## config.mk

```make
export PLATFORM = sky130hd
export DESIGN_NAME = jti_div
export DESIGN_NICKNAME = d
export VERILOG_FILES = /design/src/rtl/jti_pkg.sv /design/src/rtl/jti_div.sv
export SDC_FILE = /design/constraint.sdc
export NUM_CORES = 1
export LEC_CHECK = 0
export BUFFER_PORTS_ARGS = -buffer_cell sky130_fd_sc_hd__buf_2
export CAP_MARGIN = 0
export CORE_MARGIN = 2
export CORE_UTILIZATION = 35
export DETAILED_ROUTE_END_ITERATION = 10
export PLACE_DENSITY = 0.55
export SYNTH_ARGS = -nofsm -noshare
export SYNTH_HDL_FRONTEND = slang
export SYNTH_SLANG_ARGS = --single-unit
```

## constraint.sdc

```tcl
create_clock -name clk -period 8.55 [get_ports clk]
set_input_delay 1.2825 -clock clk [delete_from_list [all_inputs] [get_ports clk]]
set_output_delay 1.2825 -clock clk [all_outputs]
set_load 0.01 [all_outputs]
```

## src/rtl/jti_pkg.sv

```systemverilog
package jti_pkg;

  // Default field widths
  localparam int ANGLE_WIDTH_DEF = 16;
  localparam int RATE_WIDTH_DEF  = 24;
  localparam int TIME_WIDTH_DEF  = 16;

  // Working word: signed, QFRAC fractional bits
  localparam int QW         = 64;
  localparam int QFRAC      = 24;
  localparam int CLAMP_BITS = 40;
  localparam int ANGLE_IBITS = 3;

  // Shared multiplier: signed operand y, 32-bit magnitude slices
  localparam int MUL_HALF = QW / 2;
  localparam int MUL_YW   = MUL_HALF + 1;

  // Divider step counter
  localparam int DIV_CNT_W = $clog2(QW + 1);

  localparam int DURATION_RESET  = 60;
  localparam int REG_INDEX_WIDTH = 3;

  localparam logic signed [QW-1:0] Q_ONE   = QW'(1);
  localparam logic signed [QW-1:0] Q_CLAMP = Q_ONE <<< CLAMP_BITS;

  // Configuration register indexes
  typedef enum logic [REG_INDEX_WIDTH-1:0] {
    REG_MODE        = 3'd0,
    REG_DURATION    = 3'd1,
    REG_START_ANGLE = 3'd2,
    REG_END_ANGLE   = 3'd3,
    REG_START_RATE  = 3'd4,
    REG_END_RATE    = 3'd5,
    REG_LOWER_LIMIT = 3'd6,
    REG_UPPER_LIMIT = 3'd7
  } cfg_reg_t;

  // Fault codes
  localparam logic [1:0] FAULT_NONE    = 2'd0;
  localparam logic [1:0] FAULT_REQUEST = 2'd1;
  localparam logic [1:0] FAULT_PATH    = 2'd2;

  typedef struct packed {
    logic start;
    logic frac;
  } mul_req_t;

  typedef struct packed {
    logic                 start;
    logic [DIV_CNT_W-1:0] count;
  } div_req_t;

  // Widen a field with frac fractional bits to the working format
  function automatic logic signed [QW-1:0] to_q(input logic signed [QW-1:0] v,
                                                input int frac);
    logic signed [QW-1:0] bias;
    bias = '0;
    if (frac <= QFRAC) begin
      return v <<< (QFRAC - frac);
    end
    if (v < 0) begin
      bias = (Q_ONE <<< (frac - QFRAC)) - Q_ONE;
    end
    return (v + bias) >>> (frac - QFRAC);
  endfunction

  // Clamp and convert a working value to frac fractional bits, toward zero
  function automatic logic signed [QW-1:0] from_q(input logic signed [QW-1:0] x,
                                                  input int frac);
    logic signed [QW-1:0] c;
    logic signed [QW-1:0] bias;
    bias = '0;
    c = (x > Q_CLAMP) ? Q_CLAMP : ((x < -Q_CLAMP) ? -Q_CLAMP : x);
    if (frac >= QFRAC) begin
      return c <<< (frac - QFRAC);
    end
    if (c < 0) begin
      bias = (Q_ONE <<< (QFRAC - frac)) - Q_ONE;
    end
    return (c + bias) >>> (QFRAC - frac);
  endfunction

  // Saturate to a signed field of w bits
  function automatic logic signed [QW-1:0] sat_q(input logic signed [QW-1:0] x,
                                                 input int w);
    logic signed [QW-1:0] hi;
    logic signed [QW-1:0] lo;
    hi = (Q_ONE <<< (w - 1)) - Q_ONE;
    lo = -hi - Q_ONE;
    return (x > hi) ? hi : ((x < lo) ? lo : x);
  endfunction

endpackage

```

## src/rtl/jti_div.sv

```systemverilog
// Restoring divider, one quotient bit per cycle.
// Remainder starts at rem_init (below the divisor); num bits shift in MSB first.
module jti_div #(
  parameter int TIME_WIDTH = jti_pkg::TIME_WIDTH_DEF
) (
  input  logic                          clk,
  input  logic                          rst,
  input  jti_pkg::div_req_t             req,
  input  logic [TIME_WIDTH-1:0]         rem_init,
  input  logic [jti_pkg::QW-1:0]        num,
  input  logic [TIME_WIDTH-1:0]         divisor,
  output logic                          done,
  output logic [jti_pkg::QW-1:0]        quot
);

  localparam int QW = jti_pkg::QW;
  localparam int CW = jti_pkg::DIV_CNT_W;

  typedef enum logic [1:0] {
    D_IDLE = 2'b01,
    D_RUN  = 2'b10
  } dstate_t;

  dstate_t               state;
  logic [CW-1:0]         cnt;
  logic [TIME_WIDTH-1:0] rem;
  logic [QW-1:0]         num_sh;
  logic [TIME_WIDTH:0]   trial;
  logic                  fits;
  logic [TIME_WIDTH-1:0] rem_next;

  // Trial subtract
  always_comb begin
    trial    = {rem, num_sh[QW-1]};
    fits     = trial >= {1'b0, divisor};
    rem_next = fits ? TIME_WIDTH'(trial - {1'b0, divisor}) : trial[TIME_WIDTH-1:0];
  end

  // Count steps
  always_ff @(posedge clk) begin
    if (rst) begin
      state <= D_IDLE;
      done  <= 1'b0;
      cnt   <= '0;
    end else begin
      done <= 1'b0;
      case (state)
        D_IDLE: begin
          if (req.start) begin
            cnt   <= req.count;
            state <= D_RUN;
          end
        end
        D_RUN: begin
          cnt <= cnt - CW'(1);
          if (cnt == CW'(1)) begin
            done  <= 1'b1;
            state <= D_IDLE;
          end
        end
        default: state <= D_IDLE;
      endcase
    end
  end

  // Shift remainder, dividend and quotient
  always_ff @(posedge clk) begin
    if (state == D_IDLE) begin
      if (req.start) begin
        rem    <= rem_init;
        num_sh <= num;
      end
    end else begin
      rem    <= rem_next;
      num_sh <= {num_sh[QW-2:0], 1'b0};
      quot   <= {quot[QW-2:0], fits};
    end
  end

endmodule

```

======== Word-level counts from Yosys, hierarchy flattened ========
Index checks and enable logic that the tools add are counted.
cells by class
  add/subtract/negate cells ............... 2
  multiply operators ...................... 0
  div/mod/pow operators ................... 0
  $lt $le $gt $ge ......................... 1
  equal/unequal tests ..................... 5
  shift-type cells ........................ 0
  muxes and demuxes ....................... 11
  bitwise operators ....................... 1
  reductions and logical operators ........ 4
operator list
  kind                                               number
  2-to-1 mux 64 bit                                  2
  2-to-1 mux 16 bit                                  3
  >= comparator 17 x 16 -> 1 bit                     1
  subtractor 16 bit                                  1
  case mux 7 bit (2 select lines)                    1
  == test 7 x 1 -> 1 bit (second input constant)     1
  2-to-1 mux 7 bit                                   1
  subtractor 7 x 1 -> 7 bit (second input constant)  1
  2-to-1 mux 2 bit                                   2
  != test 2 bit (second input constant)              2
  case mux 2 bit (2 select lines)                    1
  AND reduction 2 bit                                2
  == test 2 x 1 -> 1 bit (second input constant)     1
  == test 2 bit (second input constant)              1
  nonzero test 2 bit                                 1
  OR reduction 2 bit                                 1
  2-to-1 mux 1 bit                                   1
  inverter 1 bit                                     1
word-level totals
  register bits ........................... 154
  bits in latches ......................... 0
  memory bits (writable) .................. 0
  memory bits (read-only) ................. 0
  bits of input ports ..................... 106
  output and inout port bits .............. 65
  logic and storage cells ................. 31
  memories ................................ 0

======== Logic depth before layout (Yosys ltp) ========
Gate-level depths: netlist of the first run.
  depth in word-level cells ............... 3
  gate-level depth with buffers ........... 12
  depth with buffers taken out ............ 11

======== Worst setup path before layout of the first run ========
OpenSTA, ideal clock, no wires.
  kind .................................... in2reg
  start point ............................. in req[7] in the netlist's numbering
  end point ............................... reg num_sh[10] (enable)
  library setup time ...................... 0.450 ns
  data arrival time ....................... 3.514 ns
  required time ........................... 8.100 ns
  slack ................................... 4.586 ns
  stages on the path ...................... 2
  cell sequence ........................... clkbuf_1 > nand2b_1
on the way
  longest elaborated chain between the ends .. 1
ends and longest elaborated chain
  what                            RTL line       text
  from (decl)                     jti_div.sv:8   input jti_pkg::div_req_t req,
  != test 2 bit (no source line)  n/a
  to (signal assigned)            jti_div.sv:71  num_sh <= num;
  to (signal assigned)            jti_div.sv:75  num_sh <= {num_sh[QW-2:0], 1'b0};
  to (decl)                       jti_div.sv:27  logic [QW-1:0] num_sh;
Every way passes these cells.
A chain may end at the register's enable or synchronous reset.

======== Worst setup path in the final report of the first run ========
  start point ............................. in divisor[4]
  end point ............................... reg rem[0], data pin
on the way
  longest elaborated chain between the ends .. 3
ends and longest elaborated chain
  what                            RTL line       text
  from (decl)                     jti_div.sv:11  input logic [TIME_WIDTH-1:0] divisor,
  >= comparator 17 x 16 -> 1 bit  jti_div.sv:35  fits = trial >= {1'b0, divisor};
  2-to-1 mux 16 bit               jti_div.sv:36  rem_next = fits ? TIME_WIDTH'(trial - {1'b0, divisor}) : trial[TIME_WIDTH-1:0];
  2-to-1 mux 16 bit               jti_div.sv:68  if (state == D_IDLE) begin
  to (signal assigned)            jti_div.sv:70  rem <= rem_init;
  to (signal assigned)            jti_div.sv:74  rem <= rem_next;
  to (decl)                       jti_div.sv:26  logic [TIME_WIDTH-1:0] rem;
Every way passes these cells.

==> impl_metrics.py, run 1 <==
metrics = {
    "sta": {
        "slew_headroom_pct": 27.1,
        "setup_tns_ps": 0,
        "rsz0062_at_grt": "false",
        "finalCritPeriodShare_pct": 41.7,
        "period_needed_ps": 3560,
        "fin_skew_ps": 8.58,
        "worst_slew_pin_slew_ps": 1090,
        "maxSlewViolCount": 0,
        "finalSetupViolations": 0,
        "fmax_mhz": 281,
        "hold_viol": 0,
    },
    "finish": {
        "fillers": 1867,
        "final_common_cell": "buf_2",
        "layout-drive-gt1-share_pct": 27.4,
        "final_cell_mix": "170 x buf_2, 148 x nand2_1, 143 x edfxtp_1",
        "final_util_pct": 44.0,
        "fin_nets": 885,
        "syn_to_final_growth_pct": 24.3,
    },
    "die": {
        "initial_utilization_pct": 35.4,
        "core_area_sq_um": 19300,
        "die_area_sq_um": 20700,
        "io_pins": 171,
        "die_h_um": 144,
        "std_cell_rows": 51,
        "die_x_um": 144,
    },
    "setup_path": {
        "critical_path.max_stage_delay_ps": 540,
        "crit_path_cell_trace": "buf_2, inv_1, ha_1, a21o_1, a31o_1, o21ai_2, a21oi_2, a211oi_4, inv_2, and3_1, a311oi_2",
        "arrival_ps": 3810,
        "crit_type": "in -> reg",
        "worst_r2r_endpoint": "rem[0]",
        "reg2reg_from": "rem[3]",
        "crit_required_ps": 8790,
        "cp_top_family": "compound AO/OA/AOI/OAI gates",
        "crit_start": "divisor[4]",
        "r2r_setup_slack_ps": 5600,
        "crit_buf_inv": 3,
        "start_kind": "input pin",
        "slowest_stage": "a211oi_4",
        "ff2ff_path_depth": 9,
        "cp_max_fo": 13,
        "cp-end-kind": "flop",
    },
    "clocking": {
        "htreeDepth": 4,
        "post_cts_buffers": 0,
        "root_buffer": "clkbuf_16",
        "cts_tree": "built",
        "clockBufferDepth": 2,
        "cts_buffers": 17,
        "clk_latency_ps": 420,
        "cts_hold_buffers": 0,
        "clk_pin_slew_ps": 60,
        "ctsResizeCount": 0,
        "cts.sinks": 154,
    },
    "route": {
        "wl_mm": 15.2,
        "wl_per_cell_um": 14.6,
        "viasPerCell": 4.75,
        "vias": 4933,
        "drcViolationCount": 0,
        "drt_iter0_drc": 286,
        "drtAntennaViolNets": 0,
        "dr.pass1.iters": 4,
    },
    "yosys": {
        "synthCells": 598,
        "synthMuxAreaShare_pct": 1.46,
        "synthesis.nets": 723,
        "synthDistinctLibCells": 48,
        "synth_top_family_by_area": "simple AND/OR/NAND/NOR gates",
        "ys_ff_latch": 154,
        "synth_edf_count": 143,
        "synth-main-ff-cell": "edfxtp_1",
        "synth_compound_area_share_pct": 7.09,
        "synth_top_area_cell": "edfxtp_1",
        "async_flop_share_pct": 0,
        "synth_area_sq_um": 6840,
        "yosysSeqAreaShare_pct": 66.0,
        "synth.top_cell.area_share_pct": 62.7,
        "synth_fa_ha_area_share_pct": 3.58,
        "synth-xor-area-share_pct": 1.28,
        "avgSynthCellArea_sq_um": 11.4,
        "ys.warnings.count": 0,
        "synthSimpleGateAreaFrac_pct": 17.3,
        "synth_area_leaders": "edfxtp_1 63%, nand2_1 8.1%, nand3_1 5.3%, ha_1 3.3%, dfxtp_1 3.2%",
    },
    "hold_path": {
        "min_to": "quot[4]",
        "whs_path_depth": 0,
        "worstHoldStart": "quot[3]",
        "hold_path.class": "reg -> reg",
    },
    "global_routing": {
        "grt_use_total_pct": 14.7,
        "grt_max_degree": 88,
        "grt_remaining_overflow": 0,
        "first_global_vias": 4735,
        "grt_pass1_wl_mm": 23.4,
        "antenna_found_initial": 3,
    },
    "run_status": {
        "outcome": "completed",
    },
    "place": {
        "place.gp.congestion": 0.768,
        "dpl.hpwl_mm": 10.2,
        "port_buffers": 170,
    },
    "power_and_ir_drop": {
        "power_density_nw_per_um2": 247,
        "peakVddDrop_mv": 0.119,
        "p_leak_nw": 3.70,
    },
    "flow_run": {
        "drv_cap": 0,
    },
}
state kept, by name, indices dropped and copies added (netlist names):
| name | cells |
|---|---|
| cnt | 7 |
| done | 1 |
| num_sh | 64 |
| quot | 64 |
| rem | 16 |
| state | 2 |
layer usage:
layer  GRT usage, %  vias to the layer above  part of all wire (%)
met3           5.56                       16                   7.9
met2           22.2                      145                    44
met1           19.4                     2311                    47
li1               -                     2457                     -
met5              0                        -                 0.092
met4           4.80                        4                   1.2
cell usage after synthesis (all sizes together) (5+ instances only):
master / instances
nand3: 73
a21oi: 33
nor3: 5
ha: 18
clkbuf: 23
xnor2: 5
buf: 7
nor2: 27
o21ai: 14
xor2: 5
mux2i: 10
dfxtp: 11
a21o: 5
edfxtp: 143
inv: 25
nand2: 148
layout make-up:
class | count | area [sq um] | share of cell area, %
Tap cell | 265 | 332 | 3.90
Clock inverter | 14 | 135 | 1.59
Timing Repair Buffer | 173 | 873 | 10.3
Sequential cell | 154 | 4510 | 53.1
Antenna cell | 1 | 2.50 | 0.0294
Inverter | 26 | 100 | 1.18
Clock buffer | 18 | 429 | 5.05
Multi-Input combinational cell | 388 | 2120 | 24.9
worst max path at each step:
stage / end / slack, ps / cells past startpoint
2_1_floorplan: num_sh[10] / 4590 / 2
3_3_place_gp: rem[0] / 4650 / 11
3_5_place_dp: rem[4] / 4570 / 11
4_1_cts: rem[0] / 4970 / 11
5_1_grt: rem[0] / 4830 / 11
6_report: rem[0] / 4990 / 11
worst reg2reg max path, stage by stage (launching register included):
cell and delay (ps):
edfxtp_1 390, ha_1 360, a21o_1 200, a31o_1 230, o21ai_2 180, a21oi_2 100, a211oi_4 540, inv_2 300
and3_1 280, a311oi_2 200
report_power, final:
| group | switching [mW] | internal, mW |
|---|---|---|
| Combinational | 0.231 | 0.147 |
| Clock | 0.325 | 0.407 |
| Sequential | 0.0389 | 0.952 |
metrics by stage:
step / cell area, sq um / std cells / hold WS [ps] / setup slack [ps] / total power [mW]
global placement: 7940 / 1006 / 429 / 4650 / 1.38
global route: 8500 / 1038 / 455 / 4830 / 2.22
detailed placement: 7940 / 1006 / 428 / 4570 / 1.39
finish: 8500 / 1039 / 444 / 4990 / 2.10
CTS: 8500 / 1038 / 447 / 4970 / 2.13
floorplan: 6840 / 598 / 460 / 4590 / 1.27
kinds of logic (layout without fill, tap and decap cells):
family                     Yosys count  after routing
and+or+nand+nor                    274            274
DFF                                154            154
AOI/OAI and AO/OA                   75             75
buffers and inverters               56            231
adders and majority gates           19             19
xor gates and xnor gates            10             10
muxes                               10             10
other                                0              1
(Power assumes the default switching activity.)
==> run 2, diff against run 1 <==
==> constraint.sdc (replaced) <==
create_clock -name clk -period 3.6 [get_ports clk]
set_input_delay 0.54 -clock clk [delete_from_list [all_inputs] [get_ports clk]]
set_output_delay 0.54 -clock clk [all_outputs]
set_load 0.01 [all_outputs]
==> run 2 against run 1 <==
Compared with the run above: count of clock-buffer cells in the layout increased by 1; flip-flop and latch count unchanged; worst setup slack worse by 4100 ps; clock power grew 130%; wire length fell by 0.42%; core utilization is 0.065 points higher; largest power group unchanged; cell count about the same; highest routed layer is now met4; via count increased by 1.6%.
==> impl_metrics.py, run 2 (synthesis results as in run 1) <==
metrics = {
    "clocking": {
        "ctsResizeCount": 0,
        "cts_tree": "built",
        "htreeDepth": 4,
        "cts_buffers": 17,
        "cts.sinks": 154,
        "clk_pin_slew_ps": 70,
        "cts_hold_buffers": 0,
        "post_cts_buffers": 0,
        "root_buffer": "clkbuf_16",
        "clockBufferDepth": 2,
        "clk_latency_ps": 420,
    },
    "setup_path": {
        "crit_path_cell_trace": "inv_1, ha_1, inv_1, fa_1, a21o_1, a221o_1, o21ai_1, a21oi_1, or3_1, nand3_1, a21oi_1",
        "crit_type": "reg -> reg",
        "start_kind": "flop",
        "cp_max_fo": 3,
        "cp-end-kind": "flop",
        "critical_path.max_stage_delay_ps": 390,
        "arrival_ps": 2880,
        "crit_required_ps": 3770,
        "slowest_stage": "fa_1",
    },
    "place": {
        "dpl.hpwl_mm": 10.1,
        "port_buffers": 170,
        "post_dp_cell_area_sq_um": 7970,
        "place.gp.congestion": 0.812,
    },
    "finish": {
        "final_common_cell": "buf_2",
        "fin_nets": 887,
        "layout-drive-gt1-share_pct": 27.5,
        "syn_to_final_growth_pct": 24.4,
        "fillers": 1852,
        "reg_top3": "num_sh (64), quot (64), rem (16)",
        "final_cell_mix": "170 x buf_2, 148 x nand2_1, 143 x edfxtp_1",
        "fin_area_sq_um": 8520,
        "n_antenna_cell": 0,
    },
    "sta": {
        "setup_tns_ps": 0,
        "rsz0062_at_grt": "false",
        "hold_viol": 0,
        "worst_slew_pin_slew_ps": 1100,
        "finalCritPeriodShare_pct": 75.1,
        "finalSetupViolations": 0,
        "slew_headroom_pct": 26.8,
        "fin_skew_ps": 9.66,
        "maxSlewViolCount": 0,
        "period_needed_ps": 2700,
        "fmax_mhz": 370,
    },
    "power_and_ir_drop": {
        "p_leak_nw": 3.72,
        "power_density_nw_per_um2": 583,
        "peakVddDrop_mv": 0.274,
    },
    "route": {
        "wl_per_cell_um": 14.5,
        "drt_iter0_drc": 182,
        "dr.pass1.iters": 5,
        "vias": 5014,
        "wl_mm": 15.1,
        "drcViolationCount": 0,
        "viasPerCell": 4.82,
        "drtAntennaViolNets": 0,
    },
    "global_routing": {
        "antenna_found_initial": 0,
        "first_global_vias": 4905,
        "grt_max_degree": 80,
        "grt_use_total_pct": 14.5,
        "grt_remaining_overflow": 0,
        "grt_pass1_wl_mm": 23.5,
    },
    "die": {
        "core_area_sq_um": 19300,
        "die_area_sq_um": 20700,
        "io_pins": 171,
        "die_h_um": 144,
        "initial_utilization_pct": 35.4,
        "std_cell_rows": 51,
        "die_x_um": 144,
    },
    "run_status": {
        "outcome": "completed",
    },
    "hold_path": {
        "hold_path.class": "in -> reg",
    },
    "flow_run": {
        "drv_cap": 0,
    },
}
run 2: cell count changes in the layout (fill, tap and decap cells not counted), sizes merged:
cell	previous run	this run
clkinv	2	6
clkinvlp	4	2
clkbuf	18	19
inv	33	30
buf	173	175
diode	1	0
run 2: through the flow:
stage | cells | total power [mW] | hold WS, ps | setup WS [ps] | utilization, %
after floorplan | 598 | 3.02 | 460 | 378 | -
after global placement | 1008 | 3.29 | 427 | 728 | 41.2
after detailed placement | 1008 | 3.31 | 427 | 726 | 41.2
after CTS | 1040 | 5.02 | 357 | 902 | 44.0
after global routing | 1040 | 5.23 | 382 | 762 | 44.0
final | 1040 | 4.96 | 366 | 896 | 44.0
run 2: final cells by class:
cell class	count	area, sq um	share of cell area [%]
clock buffers	19	433	5.08
inverters	26	100	1.18
flip-flops and latches	154	4510	53.0
well taps	265	332	3.89
multi-input cells	388	2120	24.9
clock inverters	13	119	1.40
repair buffers	175	901	10.6
run 2: final timing paths:
path / slack, ps / cells past startpoint / end / start
min reg2reg: 440 / 0 / quot[52] / quot[51]
min: 370 / 3 / cnt[1] / req[1]
max reg2reg: 900 / 11 / rem[14] / num_sh[63]
max: 900 / 11 / rem[14] / num_sh[63]
run 2: routing by layer:
| metal | share of wire, % | track usage, % |
|---|---|---|
| met4 | 1.1 | 4.64 |
| met1 | 48 | 19.1 |
| met2 | 45 | 22.7 |
| met5 | 0 | 0 |
| met3 | 6.3 | 4.47 |
run 2: worst max-delay path, delay by kind of cell (launching register included):
family	cells	cell delay, ps
AND/OR/NAND/NOR	2	390
adder cells (fa/ha/maj)	2	550
buffers and inverters	2	150
flip-flops	1	370
AO/OA/AOI/OAI	5	1010
run 2: where the power goes:
group | internal [mW] | leakage [nW] | total (mW) | switching [mW]
Combinational | 0.359 | 1.92 | 0.911 | 0.552
Clock | 0.958 | 0.267 | 1.70 | 0.740
Sequential | 2.26 | 1.52 | 2.35 | 0.0926
Total | 3.58 | 3.72 | 4.96 | 1.39
